--- config.mk ---
export PLATFORM = sky130hd
export DESIGN_NAME = load_cell_adc_reader
export DESIGN_NICKNAME = d
export VERILOG_FILES = /design/src/hdl/lcar_pkg.sv /design/src/hdl/load_cell_adc_reader.sv
export SDC_FILE = /design/constraint.sdc
export NUM_CORES = 1
export LEC_CHECK = 0
export BUFFER_PORTS_ARGS = -buffer_cell sky130_fd_sc_hd__buf_4
export CAP_MARGIN = 5
export CORE_AREA = 3 3 142 178
export DETAILED_ROUTE_END_ITERATION = 12
export DIE_AREA = 0 0 145 181
export GPL_TIMING_DRIVEN = 0
export PLACE_DENSITY = 0.78
export SLEW_MARGIN = 40
export SYNTH_ARGS = -nofsm -noshare
export SYNTH_HDL_FRONTEND = slang
export SYNTH_SLANG_ARGS = --single-unit
--- constraint.sdc ---
create_clock -name clock -period 7.73 [get_ports clock]
set_input_delay 1.546 -clock clock [delete_from_list [all_inputs] [get_ports clock]]
set_output_delay 1.546 -clock clock [all_outputs]
set_load 0.005 [all_outputs]
--- src/hdl/lcar_pkg.sv ---
`timescale 1ns / 1ps

package lcar_pkg;

   // Field widths of the request, response and register beats
   localparam int RAW_W    = 24;
   localparam int KW_W     = 24;
   localparam int GAIN_W   = 2;
   localparam int WEIGHT_W = 40;

   // Configuration port
   localparam int CSR_DATA_W = 24;
   localparam int CSR_IDX_W  = 4;

   typedef logic [CSR_IDX_W-1:0] csr_index_type;

   localparam csr_index_type CSR_REF_MASS    = csr_index_type'(0);
   localparam csr_index_type CSR_GAIN_PULSES = csr_index_type'(1);

   // Register reset values
   localparam logic [KW_W-1:0]   REF_MASS_RST    = KW_W'(256);
   localparam logic [GAIN_W-1:0] GAIN_PULSES_RST = GAIN_W'(1);

   // Weight saturation value
   localparam logic [WEIGHT_W-1:0] WEIGHT_MAX = '1;

endpackage

--- src/hdl/load_cell_adc_reader.sv ---
`timescale 1ns / 1ps

// Two-wire load cell converter reader.
// Each request beat is one time-base tick carrying the sampled data pin;
// each tick yields exactly one response beat with the clock pin level for
// that tick. While idle the clock stays low until the data pin reads low,
// then DATA_BITS pulses (high tick, low tick) shift the sample in MSB
// first, followed by gain_pulses extra pulses (zero acts as one). The
// closing tick reports the reading in offset binary and its weight =
// ref_mass * raw / calibration_raw; the first reading after reset becomes
// the calibration value. An ordinary tick answers in the cycle after
// acceptance. The closing tick runs a bit-serial multiply, then a
// restoring divide, one bit per cycle, and answers with the saturated
// quotient; a zero calibration value skips both, like an ordinary tick.
// One tick is in flight at a time: a new beat is taken once the sequencer is
// idle and the response register is empty or being drained this cycle.
// When the receiver stalls, the response holds and no tick is accepted.
// Reset returns the interface to idle, clears the calibration and loads
// a reference mass of 256 (1.0) and gain_pulses = 1.
module load_cell_adc_reader #(
   parameter int DATA_BITS = 24
) (
   input  logic                                clock,
   input  logic                                reset,
   // tick input
   input  logic                                req_valid,
   output logic                                req_ready,
   input  logic                                req_data_pin,
   // result output
   output logic                                rsp_valid,
   input  logic                                rsp_ready,
   output logic                                rsp_clock_pin,
   output logic                                rsp_reading_valid,
   output logic                                rsp_is_calibration,
   output logic [lcar_pkg::RAW_W-1:0]          rsp_raw_reading,
   output logic [lcar_pkg::WEIGHT_W-1:0]       rsp_weight,
   output logic                                rsp_divide_error,
   // configuration
   input  logic                                csr_we,
   input  lcar_pkg::csr_index_type             csr_index,
   input  logic [lcar_pkg::CSR_DATA_W-1:0]     csr_wdata
);

   localparam int PW   = lcar_pkg::KW_W + DATA_BITS;                 // product width
   localparam int QW   = (PW > lcar_pkg::WEIGHT_W) ? PW : lcar_pkg::WEIGHT_W;
   localparam int RW   = (DATA_BITS > lcar_pkg::RAW_W) ? DATA_BITS : lcar_pkg::RAW_W;
   localparam int PCW  = $clog2(DATA_BITS + 4);
   localparam int CNTW = $clog2(PW + 1);

   // converter interface phases
   localparam logic [1:0] PH_IDLE = 2'd0;
   localparam logic [1:0] PH_HIGH = 2'd1;
   localparam logic [1:0] PH_LOW  = 2'd2;
   localparam logic [1:0] PH_DONE = 2'd3;

   // arithmetic sequencer states
   localparam logic [1:0] SQ_IDLE = 2'd0;
   localparam logic [1:0] SQ_MUL  = 2'd1;
   localparam logic [1:0] SQ_DIV  = 2'd2;
   localparam logic [1:0] SQ_OUT  = 2'd3;

   logic [lcar_pkg::KW_W-1:0]    kw_ff, kw_in;
   logic [lcar_pkg::GAIN_W-1:0]  gain_ff, gain_in;
   logic [1:0]                   phase_ff, phase_in;
   logic [PCW-1:0]               pulse_ff, pulse_in;
   logic [DATA_BITS-1:0]         shift_ff, shift_in;
   logic [DATA_BITS-1:0]         cal_ff, cal_in;
   logic                         calibrated_ff, calibrated_in;
   logic [1:0]                   sq_ff, sq_in;
   logic [CNTW-1:0]              cnt_ff, cnt_in;
   logic [DATA_BITS-1:0]         mcand_ff, mcand_in;
   logic [PW-1:0]                acc_ff, acc_in;
   logic [DATA_BITS-1:0]         rem_ff, rem_in;

   logic                         rsp_valid_ff, rsp_valid_in;
   logic                         clk_pin_ff, clk_pin_in;
   logic                         rd_valid_ff, rd_valid_in;
   logic                         is_cal_ff, is_cal_in;
   logic [lcar_pkg::RAW_W-1:0]   raw_out_ff, raw_out_in;
   logic [lcar_pkg::WEIGHT_W-1:0] weight_ff, weight_in;
   logic                         derr_ff, derr_in;

   logic                         accept;
   logic [lcar_pkg::GAIN_W-1:0]  gain_eff;
   logic [PCW-1:0]               pulse_next;
   logic [PCW-1:0]               pulse_limit;
   logic [DATA_BITS-1:0]         raw;
   logic [RW-1:0]                raw_ext;
   logic [DATA_BITS-1:0]         divisor;
   logic [DATA_BITS:0]           rem_sh;
   logic [DATA_BITS:0]           rem_sub;
   logic                         q_bit;
   logic [QW-1:0]                quot_ext;

   assign req_ready = (sq_ff == SQ_IDLE) && (!rsp_valid_ff || rsp_ready);
   assign accept    = req_valid && req_ready;

   assign gain_eff    = (gain_ff == '0) ? lcar_pkg::GAIN_W'(1) : gain_ff;
   assign pulse_next  = pulse_ff + PCW'(1);
   assign pulse_limit = PCW'(DATA_BITS) + PCW'(gain_eff);

   // offset binary: flip the sign bit
   assign raw     = shift_ff ^ {1'b1, {(DATA_BITS-1){1'b0}}};
   assign raw_ext = RW'(raw);
   assign divisor = calibrated_ff ? cal_ff : raw;

   // one restoring divide step
   assign rem_sh  = {rem_ff, acc_ff[PW-1]};
   assign q_bit   = (rem_sh >= {1'b0, cal_ff});
   assign rem_sub = rem_sh - {1'b0, cal_ff};

   assign quot_ext = QW'(acc_ff);

   always_comb begin
      kw_in         = kw_ff;
      gain_in       = gain_ff;
      phase_in      = phase_ff;
      pulse_in      = pulse_ff;
      shift_in      = shift_ff;
      cal_in        = cal_ff;
      calibrated_in = calibrated_ff;
      sq_in         = sq_ff;
      cnt_in        = cnt_ff;
      mcand_in      = mcand_ff;
      acc_in        = acc_ff;
      rem_in        = rem_ff;
      rsp_valid_in  = rsp_valid_ff;
      clk_pin_in    = clk_pin_ff;
      rd_valid_in   = rd_valid_ff;
      is_cal_in     = is_cal_ff;
      raw_out_in    = raw_out_ff;
      weight_in     = weight_ff;
      derr_in       = derr_ff;

      // register writes
      if (csr_we) begin
         if (csr_index == lcar_pkg::CSR_REF_MASS) begin
            kw_in = csr_wdata[lcar_pkg::KW_W-1:0];
         end
         if (csr_index == lcar_pkg::CSR_GAIN_PULSES) begin
            gain_in = csr_wdata[lcar_pkg::GAIN_W-1:0];
         end
      end

      // drop the response once taken
      if (rsp_valid_ff && rsp_ready) begin
         rsp_valid_in = 1'b0;
      end

      // advance the converter interface by one tick
      if (accept) begin
         clk_pin_in  = 1'b0;
         rd_valid_in = 1'b0;
         is_cal_in   = 1'b0;
         raw_out_in  = '0;
         weight_in   = '0;
         derr_in     = 1'b0;
         rsp_valid_in = 1'b1;
         unique case (phase_ff)
            PH_HIGH: begin
               clk_pin_in = 1'b1;
               if (pulse_ff >= PCW'(1) && pulse_ff <= PCW'(DATA_BITS)) begin
                  shift_in = {shift_ff[DATA_BITS-2:0], req_data_pin};
               end
               phase_in = PH_LOW;
            end
            PH_LOW: begin
               pulse_in = pulse_next;
               phase_in = (pulse_next >= pulse_limit) ? PH_DONE : PH_HIGH;
            end
            PH_DONE: begin
               rd_valid_in = 1'b1;
               raw_out_in  = raw_ext[lcar_pkg::RAW_W-1:0];
               if (!calibrated_ff) begin
                  cal_in        = raw;
                  calibrated_in = 1'b1;
                  is_cal_in     = 1'b1;
               end
               if (divisor == '0) begin
                  weight_in = lcar_pkg::WEIGHT_MAX;
                  derr_in   = 1'b1;
               end else begin
                  // hold the beat until the weight is ready
                  rsp_valid_in = 1'b0;
                  mcand_in     = raw;
                  acc_in       = '0;
                  cnt_in       = CNTW'(DATA_BITS);
                  sq_in        = SQ_MUL;
               end
               phase_in = PH_IDLE;
               pulse_in = '0;
               shift_in = '0;
            end
            PH_IDLE: begin
               if (!req_data_pin) begin
                  phase_in = PH_HIGH;
                  pulse_in = '0;
                  shift_in = '0;
               end
            end
            default: begin
               phase_in = PH_IDLE;
            end
         endcase
      end

      // bit-serial multiply then restoring divide
      unique case (sq_ff)
         SQ_MUL: begin
            acc_in   = {acc_ff[PW-2:0], 1'b0} +
                       (mcand_ff[DATA_BITS-1] ? PW'(kw_ff) : PW'(0));
            mcand_in = {mcand_ff[DATA_BITS-2:0], 1'b0};
            cnt_in   = cnt_ff - CNTW'(1);
            if (cnt_ff == CNTW'(1)) begin
               cnt_in = CNTW'(PW);
               rem_in = '0;
               sq_in  = SQ_DIV;
            end
         end
         SQ_DIV: begin
            acc_in = {acc_ff[PW-2:0], q_bit};
            rem_in = q_bit ? rem_sub[DATA_BITS-1:0] : rem_sh[DATA_BITS-1:0];
            cnt_in = cnt_ff - CNTW'(1);
            if (cnt_ff == CNTW'(1)) begin
               sq_in = SQ_OUT;
            end
         end
         SQ_OUT: begin
            // saturate the quotient into the weight field
            if (quot_ext > QW'(lcar_pkg::WEIGHT_MAX)) begin
               weight_in = lcar_pkg::WEIGHT_MAX;
            end else begin
               weight_in = quot_ext[lcar_pkg::WEIGHT_W-1:0];
            end
            rsp_valid_in = 1'b1;
            sq_in        = SQ_IDLE;
         end
         SQ_IDLE: begin
         end
         default: begin
            sq_in = SQ_IDLE;
         end
      endcase

      // last divide step lands in acc; keep it for the output state
      if (sq_ff == SQ_OUT) begin
         acc_in = acc_ff;
      end
   end

   // control registers
   always_ff @(posedge clock) begin
      if (reset) begin
         kw_ff         <= lcar_pkg::REF_MASS_RST;
         gain_ff       <= lcar_pkg::GAIN_PULSES_RST;
         phase_ff      <= PH_IDLE;
         pulse_ff      <= '0;
         shift_ff      <= '0;
         cal_ff        <= '0;
         calibrated_ff <= 1'b0;
         sq_ff         <= SQ_IDLE;
         rsp_valid_ff  <= 1'b0;
      end else begin
         kw_ff         <= kw_in;
         gain_ff       <= gain_in;
         phase_ff      <= phase_in;
         pulse_ff      <= pulse_in;
         shift_ff      <= shift_in;
         cal_ff        <= cal_in;
         calibrated_ff <= calibrated_in;
         sq_ff         <= sq_in;
         rsp_valid_ff  <= rsp_valid_in;
      end
   end

   // datapath and response payload
   always_ff @(posedge clock) begin
      cnt_ff      <= cnt_in;
      mcand_ff    <= mcand_in;
      acc_ff      <= acc_in;
      rem_ff      <= rem_in;
      clk_pin_ff  <= clk_pin_in;
      rd_valid_ff <= rd_valid_in;
      is_cal_ff   <= is_cal_in;
      raw_out_ff  <= raw_out_in;
      weight_ff   <= weight_in;
      derr_ff     <= derr_in;
   end

   assign rsp_valid          = rsp_valid_ff;
   assign rsp_clock_pin      = clk_pin_ff;
   assign rsp_reading_valid  = rd_valid_ff;
   assign rsp_is_calibration = is_cal_ff;
   assign rsp_raw_reading    = raw_out_ff;
   assign rsp_weight         = weight_ff;
   assign rsp_divide_error   = derr_ff;

endmodule

==> results of run 1 <==
==> routing by layer <==
layer	vias up	share of wire, %	GRT usage, %	routed length, um
met5	-	0	0	0
met4	0	3.2	8.97	1080
met3	74	5.0	2.73	1690
met2	384	50	45.6	17100
met1	5274	42	31.0	14100
li1	5393	-	-	-
==> cell type report <==
class	count	area share, %
timing repair buffer	104	5.21
clock inverter	17	1.20
inverter	53	1.26
multi-input combinational	1043	40.5
buffer	77	2.04
tap	325	2.58
sequential	255	43.1
clock buffer	28	4.04
==> critical path: stages <==
cell,delay [ns]
buf_4,0.07
nand2b_1,0.11
and2_1,0.15
nand2_1,0.11
inv_2,0.57
nand2_1,0.20
nor2b_1,0.14
clkbuf_1,0.36
or3_1,0.34
nor2b_4,0.56
buf_16,0.24
buf_16,0.16
==> registers in the layout, summed over array words and instances, names as in the netlist <==
register,count
rsp_divide_error,1
sq_ff,2
kw_ff,24
rsp_valid,1
acc_ff,48
gain_ff,2
shift_ff,24
rsp_clock_pin,1
mcand_ff,24
pulse_ff,5
rsp_reading_valid,1
cal_ff,24
rem_ff,24
rsp_raw_reading,24
phase_ff,2
calibrated_ff,1
cnt_ff,6
rsp_is_calibration,1
rsp_weight,40
==> Yosys cell counts, types with 3 or more instances <==
master    instances
nor3_1           19
and3_1           14
nand3_1          56
a211o_1           6
or3_1             3
mux2i_1          20
o211ai_1          5
nand3b_1          3
a31oi_1          14
a21oi_1         125
and2_1           55
inv_1            53
nand4_1          19
ha_1             62
nor4_1            8
a21boi_0          4
nor2_1           60
or4_1             3
o21ai_0         100
or2_2             5
nor3b_1           3
nand2b_1          6
clkbuf_1         61
buf_4             3
nor2b_1          40
a22oi_1          16
o31ai_1           5
a21o_1           27
nand2_1         215
o21a_1           53
and4_1            3
xnor2_1          28
xor2_1           17
edfxtp_1        169
buf_2             9
o22ai_1           3
dfxtp_1          86
a211oi_1          9
==> worst min path at each step <==
stage / start / to / slack [ns] / cells past startpoint
after floorplan: gain_ff[0] / gain_ff[0] / 0.43 / 2
after detailed placement: kw_ff[12] / kw_ff[12] / 0.44 / 2
after global routing: kw_ff[4] / kw_ff[4] / 0.47 / 2
after global placement: kw_ff[6] / kw_ff[6] / 0.44 / 2
after CTS: kw_ff[12] / kw_ff[12] / 0.45 / 2
final: kw_ff[12] / kw_ff[12] / 0.45 / 2
==> cells by family (layout without fill, tap and decap cells) <==
family	after synthesis	in the layout	synth area share [%]
compound gates	393	393	17.8
simple gates	520	520	18.4
buf+inv	130	279	3.80
xor+xnor	45	45	2.88
mux	21	21	1.54
fa+ha+maj	64	64	5.96
flops	255	255	49.6
==> per-stage QoR <==
step | worst slack [ns] | instance area (um^2) | total power, mW | hold WS [ns] | instances
after global routing | 3.10 | 15800 | 2.94 | 0.474 | 1902
after CTS | 3.41 | 15800 | 2.87 | 0.453 | 1902
after global placement | 0.0357 | 14900 | 1.63 | 0.438 | 1855
final | 3.38 | 15800 | 2.85 | 0.450 | 1902
after detailed placement | 2.84 | 14900 | 1.63 | 0.444 | 1857
after floorplan | 1.74 | 13700 | 1.57 | 0.428 | 1428
==> cell usage in the layout, fill, tap and decap left out, types with 20 or more instances in the layout <==
| cell type | n |
|---|---|
| nor2_1 | 60 |
| a21oi_1 | 125 |
| clkbuf_1 | 64 |
| o21ai_0 | 100 |
| edfxtp_1 | 169 |
| xnor2_1 | 28 |
| dfxtp_1 | 86 |
| ha_1 | 62 |
| clkbuf_16 | 25 |
| nor2b_1 | 39 |
| mux2i_1 | 20 |
| and2_1 | 55 |
| buf_4 | 105 |
| o21a_1 | 53 |
| nand3_1 | 56 |
| a21o_1 | 27 |
| nand2_1 | 215 |
| inv_1 | 52 |
==> power breakdown <==
| group | switching [mW] | internal, mW |
|---|---|---|
| logic | 0.0764 | 0.0523 |
| clock network | 0.522 | 0.727 |
| registers | 0.0110 | 1.47 |
| total | 0.610 | 2.24 |
==> impl_metrics.py, run 1 <==
metrics = {
    "critical_path": {
        "crit_path_end": "acc_ff[14]",
        "worst-setup-path-type": "in2reg",
        "r2r_start": "mcand_ff[23]",
        "crit_path_start_kind": "primary input",
        "crit_fanout": 33,
        "crit_start": "rsp_ready",
        "rrSetupSlack_ns": 3.83,
        "arrival_ns": 4.59,
        "reg2reg_depth": 15,
        "timing.rr.end": "acc_ff[43]",
        "cp-end-kind": "register",
        "required_ns": 7.97,
    },
    "power_and_ir_drop": {
        "power.density_mw_per_mm2": 181,
        "p_leak_nw": 5.88,
        "ir_worst_vdd_mv": 0.178,
    },
    "global_routing": {
        "grt-ovfl-total": 0,
        "track_usage_pct": 25.1,
        "antenna_found_initial": 0,
        "grt_pass1_wl_um": 54700,
        "first_global_vias": 10900,
        "grt_max_degree": 41,
    },
    "placed_design": {
        "post-dp-hpwl_um": 24600,
        "io_buffers": 102,
        "routabilityCongestion": 0.920,
    },
    "floorplanning": {
        "fp.dieH_um": 181,
        "die_w_um": 145,
        "core_mm2": 0.0237,
        "ios": 104,
        "initial_core_util_pct": 57.7,
        "rows": 63,
        "die_area_mm2": 0.0262,
    },
    "clocking": {
        "cts_buffers": 25,
        "clk_pin_slew_ns": 0.06,
        "clkLatencyLatePin_ns": 0.53,
        "cts_resized": 0,
        "hold_buffers": 0,
        "cts_setup_buffers": 0,
        "clockBufferDepth": 3,
        "clock_tree.root_cell": "clkbuf_16",
        "clkSinkCount": 255,
        "cts_tree": "done",
        "htree_num_levels": 1,
    },
    "timing": {
        "timing.fmax_ghz": 0.230,
        "tns_ns": 0,
        "setup_viol": 0,
        "slew_headroom_pct": 46.0,
        "tightest_slew_ns": 0.802,
        "fin_skew_ns": 0.0158,
        "fin_crit_ns": 4.35,
        "fin_crit_sh_pct": 56.2,
        "rsz0062_at_grt": "no",
        "hold_viol": 0,
        "slew_viol_final": 0,
    },
    "drt": {
        "vias": 11100,
        "drcViolationCount": 0,
        "drt_pass1_iterations": 6,
        "avgRoutedWirePerCell_um": 17.9,
        "finalWirelength_um": 34000,
        "vias_per_cell": 5.85,
        "drt_iter0_drc": 789,
        "ant_nets": 0,
    },
    "logic_synthesis": {
        "yosysSeqAreaShare_pct": 49.6,
        "synthFlopType": "edfxtp_1",
        "synth_edf_count": 169,
        "yosysUniqueCellTypes": 74,
        "syn_area_per_cell_um2": 9.59,
        "synth_top_cell_by_area": "edfxtp_1",
        "yosys-top-cells-area": "edfxtp_1 (37%), dfxtp_1 (13%), nand2_1 (5.9%)",
        "ys_ff_latch": 255,
        "syn-instance-count": 1428,
        "synthArstFlopShare_pct": 0,
        "yosys.area.top_type_share_pct": 37.1,
        "syn_nets": 1526,
        "yosys_warnings": 0,
        "syn_area_mm2": 0.0137,
    },
    "final_layout": {
        "n_antenna_cell": 0,
        "area_delta_synth_final_pct": 15.1,
        "final_nets": 1657,
        "nFillCells": 1932,
        "multi_input_area_mm2": 0.00639,
        "final_layout_size_suffix_gt1_share_pct": 11.3,
        "final_util_pct": 66.4,
        "regArea_mm2": 0.00680,
    },
    "outcome": {
        "outcome": "finished clean",
    },
    "min_path": {
        "hold_path.class": "reg2reg",
    },
    "flow_run": {
        "drv_cap": 0,
    },
}
(Power assumes the default switching activity.)
==> run 2, diff against run 1 <==
- ABC_AREA: unset -> 1
- CORE_AREA: 3 3 142 178 -> 3 3 152 191
- DIE_AREA: 0 0 145 181 -> 0 0 155 194
- clock period: 7.73 -> 3.5 ns (I/O delays scaled with it)
==> impl_metrics.py, run 2 <==
metrics = {
    "final_layout": {
        "layout_commonest_cell": "nand2_1",
        "fin_area_mm2": 0.0174,
        "multi_input_area_mm2": 0.00708,
        "area_delta_synth_final_pct": 14.3,
        "final_layout_size_suffix_gt1_share_pct": 8.76,
        "n_antenna_cell": 0,
        "regArea_mm2": 0.00680,
        "instances_no_fill": 2600,
        "regMostFlops": "acc_ff",
        "largest_reg_flops": 48,
        "nFillCells": 2498,
        "final_nets": 2328,
        "final_cell_mix": "nand2_1 (691), inv_1 (274), a21oi_1 (187)",
    },
    "critical_path": {
        "worst-setup-path-type": "reg2reg",
        "required_ns": 3.74,
        "crit_fanout": 34,
        "cp-end-kind": "register",
        "arrival_ns": 3.52,
        "crit_path_start_kind": "register",
    },
    "global_routing": {
        "grt-ovfl-total": 0,
        "first_global_vias": 13600,
        "antenna_found_initial": 0,
        "grt_max_degree": 41,
        "track_usage_pct": 28.4,
        "grt_pass1_wl_um": 69100,
    },
    "timing": {
        "fin_skew_ns": 0.0268,
        "rsz0062_at_grt": "no",
        "fin_crit_ns": 3.28,
        "slew_viol_final": 0,
        "fin_crit_sh_pct": 93.8,
        "tightest_slew_ns": 0.842,
        "slew_headroom_pct": 43.9,
        "tns_ns": 0,
        "hold_viol": 0,
        "timing.fmax_ghz": 0.305,
        "setup_viol": 0,
    },
    "floorplanning": {
        "fp.dieH_um": 194,
        "core_mm2": 0.0275,
        "die_w_um": 155,
        "rows": 68,
        "ios": 104,
        "initial_core_util_pct": 55.5,
        "die_area_mm2": 0.0301,
    },
    "clocking": {
        "clkLatencyLatePin_ns": 0.56,
        "clk_pin_slew_ns": 0.06,
        "cts_buffers": 26,
        "htree_num_levels": 1,
        "clkSinkCount": 255,
        "clockBufferDepth": 3,
        "cts_tree": "done",
        "clock_tree.root_cell": "clkbuf_16",
        "hold_buffers": 0,
    },
    "drt": {
        "vias": 14200,
        "avgRoutedWirePerCell_um": 16.7,
        "drcViolationCount": 0,
        "drt_pass1_iterations": 6,
        "ant_nets": 0,
        "drt_iter0_drc": 1032,
        "finalWirelength_um": 43500,
        "vias_per_cell": 5.45,
    },
    "logic_synthesis": {
        "yosys-top-cells-area": "edfxtp_1 (33%), nand2_1 (17%), dfxtp_1 (11%)",
        "syn_nets": 2193,
        "synthFlopType": "edfxtp_1",
        "ys_ff_latch": 255,
        "yosys-top-cells-count": "nand2_1 (693), inv_1 (274), a21oi_1 (188)",
        "yosys_warnings": 0,
        "yosysUniqueCellTypes": 41,
        "synth.most_common_cell": "nand2_1",
        "yosysSeqAreaShare_pct": 44.5,
        "syn_area_per_cell_um2": 7.28,
        "synth_top_cell_by_area": "edfxtp_1",
        "yosys.area.top_type_share_pct": 33.3,
        "synth_edf_count": 169,
        "syn_area_mm2": 0.0153,
        "syn-instance-count": 2095,
        "synthArstFlopShare_pct": 0,
    },
    "placed_design": {
        "io_buffers": 102,
        "placed_area_mm2": 0.0166,
        "placed_cells": 2551,
        "routabilityCongestion": 0.983,
        "post-dp-hpwl_um": 33500,
    },
    "power_and_ir_drop": {
        "ir_worst_vdd_mv": 0.495,
        "power.density_mw_per_mm2": 364,
        "p_leak_nw": 7.66,
        "finalPower_mw": 6.34,
    },
    "outcome": {
        "outcome": "finished clean",
    },
    "min_path": {
        "hold_path.class": "in2reg",
    },
    "flow_run": {
        "drv_cap": 0,
    },
}
==> run 2: final timing paths <==
check	startpoint	to	slack (ns)	cells after the start
worst max-delay path	sq_ff[0]	acc_ff[21]	0.22	11
worst min-delay path	csr_wdata[8]	kw_ff[8]	0.34	3
worst max register to register	sq_ff[0]	acc_ff[21]	0.22	11
worst min register to register	kw_ff[19]	kw_ff[19]	0.47	2
==> run 2: layout make-up <==
type	count	area share, %
Timing Repair Buffer	107	4.85
Buffer	77	2.17
Tap cell	350	2.51
Clock buffer	33	4.31
Inverter	278	6.00
Multi-Input combinational cell	1485	40.6
Clock inverter	15	0.581
Sequential cell	255	39.0
==> run 2: critical path, stage by stage (launching register included) <==
cell and delay [ns]:
dfxtp_1 0.33, inv_1 0.11, ha_1 0.18, inv_1 0.08, nor2_2 0.20, nand2_1 0.28, inv_4 0.41, nand3_1 0.42
a31oi_4 0.38, buf_16 0.19, buf_8 0.17, buf_8 0.19
==> run 2: repair_timing <==
item | in CTS | in global routing
buffers inserted | 0 | 1
pin swaps | 0 | 1
cloned | 0 | 0
setup endpoints to repair | 29 | 18
gates resized for setup | 1 | 0
==> run 2: cells by family after synthesis <==
family / synth area share, %
buf+inv: 9.31
simple gates: 27.7
fa+ha+maj: 5.35
flops: 44.5
compound gates: 12.2
xor+xnor: 0.918
==> run 2: metrics by stage <==
step / setup WS, ns / hold slack, ns / utilization (%)
after floorplan: 0.0424 / 0.421 / -
after global placement: -1.62 / 0.448 / 59.9
after detailed placement: -0.408 / 0.456 / 60.3
after CTS: 0.0192 / 0.324 / 63.4
after global routing: 0.0468 / 0.349 / 63.4
final: 0.217 / 0.339 / 63.4
==> run 2: report_power, final <==
group	internal, mW	switching, mW	leakage (nW)	total (mW)
registers	3.24	0.0227	2.34	3.26
logic	0.114	0.182	4.90	0.297
clock network	1.53	1.25	0.412	2.78
total	4.88	1.46	7.66	6.34
==> run 2: routing by layer <==
| metal | track usage (%) | up-vias | share of wire, % |
|---|---|---|---|
| met3 | 2.95 | 133 | 5.7 |
| met5 | 0 | - | 0 |
| li1 | - | 7056 | - |
| met1 | 33.8 | 6509 | 39 |
| met4 | 14.4 | 0 | 5.7 |
| met2 | 50.4 | 472 | 49 |
==> run 3, diff against run 2 <==
- CORE_AREA: 3 3 152 191 -> 3 3 161 202
- DIE_AREA: 0 0 155 194 -> 0 0 164 205
- PLACE_DENSITY: 0.78 -> 0.71
==> impl_metrics.py, run 3 (synthesis gave the netlist of run 2 again) <==
metrics = {
    "final_layout": {
        "final_util_pct": 56.6,
        "area_delta_synth_final_pct": 14.7,
        "final_layout_size_suffix_gt1_share_pct": 8.62,
        "final_nets": 2328,
        "largest_reg_flops": 48,
        "layout_commonest_cell": "nand2_1",
        "regMostFlops": "acc_ff",
        "n_antenna_cell": 0,
        "fin_area_mm2": 0.0175,
        "final_cell_mix": "nand2_1 (691), inv_1 (274), a21oi_1 (187)",
    },
    "clocking": {
        "cts_resized": 0,
        "clkLatencyLatePin_ns": 0.59,
        "htree_num_levels": 1,
        "cts_buffers": 27,
        "clockBufferDepth": 3,
        "cts_setup_buffers": 0,
        "hold_buffers": 0,
        "cts_tree": "done",
        "clk_pin_slew_ns": 0.07,
        "clock_tree.root_cell": "clkbuf_16",
        "clkSinkCount": 255,
    },
    "drt": {
        "drt_pass1_iterations": 5,
        "vias_per_cell": 5.30,
        "drcViolationCount": 0,
        "finalWirelength_um": 45800,
        "avgRoutedWirePerCell_um": 17.2,
        "ant_nets": 0,
        "drt_iter0_drc": 984,
        "vias": 14100,
    },
    "global_routing": {
        "grt-ovfl-total": 0,
        "grt_max_degree": 41,
        "first_global_vias": 13800,
        "busiest_layer": "met2",
        "met1_usage_pct": 32.8,
        "antenna_found_initial": 0,
        "grt_use_met2_pct": 49.2,
        "grt_pass1_wl_um": 71900,
        "met3_usage_pct": 2.65,
        "track_usage_pct": 27.4,
    },
    "timing": {
        "timing.fmax_ghz": 0.315,
        "slew_headroom_pct": 47.1,
        "fin_skew_ns": 0.0399,
        "hold_viol": 0,
        "slew_viol_final": 0,
        "setup_viol": 0,
        "fin_crit_ns": 3.18,
        "rsz0062_at_grt": "no",
        "tightest_slew_ns": 0.793,
        "tns_ns": 0,
        "fin_crit_sh_pct": 90.8,
    },
    "placed_design": {
        "routabilityCongestion": 1.05,
        "placed_area_mm2": 0.0166,
        "io_buffers": 102,
        "post-dp-hpwl_um": 35500,
    },
    "power_and_ir_drop": {
        "ir_worst_vdd_mv": 0.372,
        "p_leak_nw": 7.66,
        "finalPower_mw": 6.41,
        "power.density_mw_per_mm2": 366,
    },
    "critical_path": {
        "crit_fanout": 34,
        "cp_slowest_stage_delay_ns": 0.58,
        "arrival_ns": 3.44,
        "crit_path_frequent_cell": "inv_1",
        "r2r_start": "sq_ff[0]",
        "rrSetupSlack_ns": 0.32,
        "crit_start": "sq_ff[0]",
        "critPathTopFamily": "buffers and inverters",
        "cpMaxStageDelayCell": "inv_2",
        "cp-end-kind": "register",
        "required_ns": 3.76,
        "worst-setup-path-type": "reg2reg",
        "crit_buf_inv": 4,
        "crit_chain": "inv_1 -> ha_1 -> inv_1 -> nor2_2 -> nand2_1 -> inv_2 -> nand3_1 -> a31oi_4 -> buf_8",
        "crit_path_start_kind": "register",
    },
    "floorplanning": {
        "die_w_um": 164,
        "fp.dieH_um": 205,
        "rows": 72,
        "ios": 104,
        "core_mm2": 0.0309,
        "die_area_mm2": 0.0336,
        "initial_core_util_pct": 49.4,
    },
    "min_path": {
        "min_from": "csr_wdata[8]",
        "hold_path.class": "in2reg",
    },
    "outcome": {
        "outcome": "finished clean",
    },
    "flow_run": {
        "drv_cap": 0,
    },
}
## run 3: worst min-delay path, delay by kind of cell
kind	cells	cell delay (ns)
simple gates	2	0.09
buf+inv	1	0.08
## run 3: per-layer routing
| layer | wire length (um) | up-vias |
|---|---|---|
| li1 | - | 7063 |
| met1 | 18500 | 6488 |
| met2 | 22900 | 398 |
| met3 | 2070 | 131 |
| met4 | 2260 | 0 |
| met5 | 0 | - |
## run 3: layout make-up
| class | instances | area [um^2] |
|---|---|---|
| flip-flops and latches | 255 | 6800 |
| repair buffers | 106 | 838 |
| multi-input cells | 1485 | 7080 |
| clock inverters | 18 | 160 |
| fillers | 2945 | 13400 |
| clock buffers | 31 | 691 |
| inverters | 278 | 1040 |
| well taps | 407 | 509 |
| plain buffers | 77 | 380 |
## run 3: path summary, 6_finish.rpt
kind / depth (start not counted) / endpoint
max: 9 / acc_ff[30]
min reg2reg: 2 / kw_ff[0]
min: 3 / kw_ff[8]
max reg2reg: 9 / acc_ff[30]
## run 3: stage by stage
step / cells / hold slack, ns / setup slack, ns
after detailed placement: 2608 / 0.459 / 0.156
after global placement: 2604 / 0.455 / -1.40
after CTS: 2657 / 0.310 / 0.211
after global routing: 2657 / 0.350 / 0.0655
after floorplan: 2095 / 0.421 / 0.0424
final: 2657 / 0.319 / 0.321
## run 3: power by group
group	internal, mW	switching (mW)	leakage (nW)	total [mW]
sequential	3.24	0.0241	2.34	3.26
clock	1.57	1.27	0.410	2.84
combinational	0.114	0.188	4.90	0.302
total	4.92	1.49	7.66	6.41
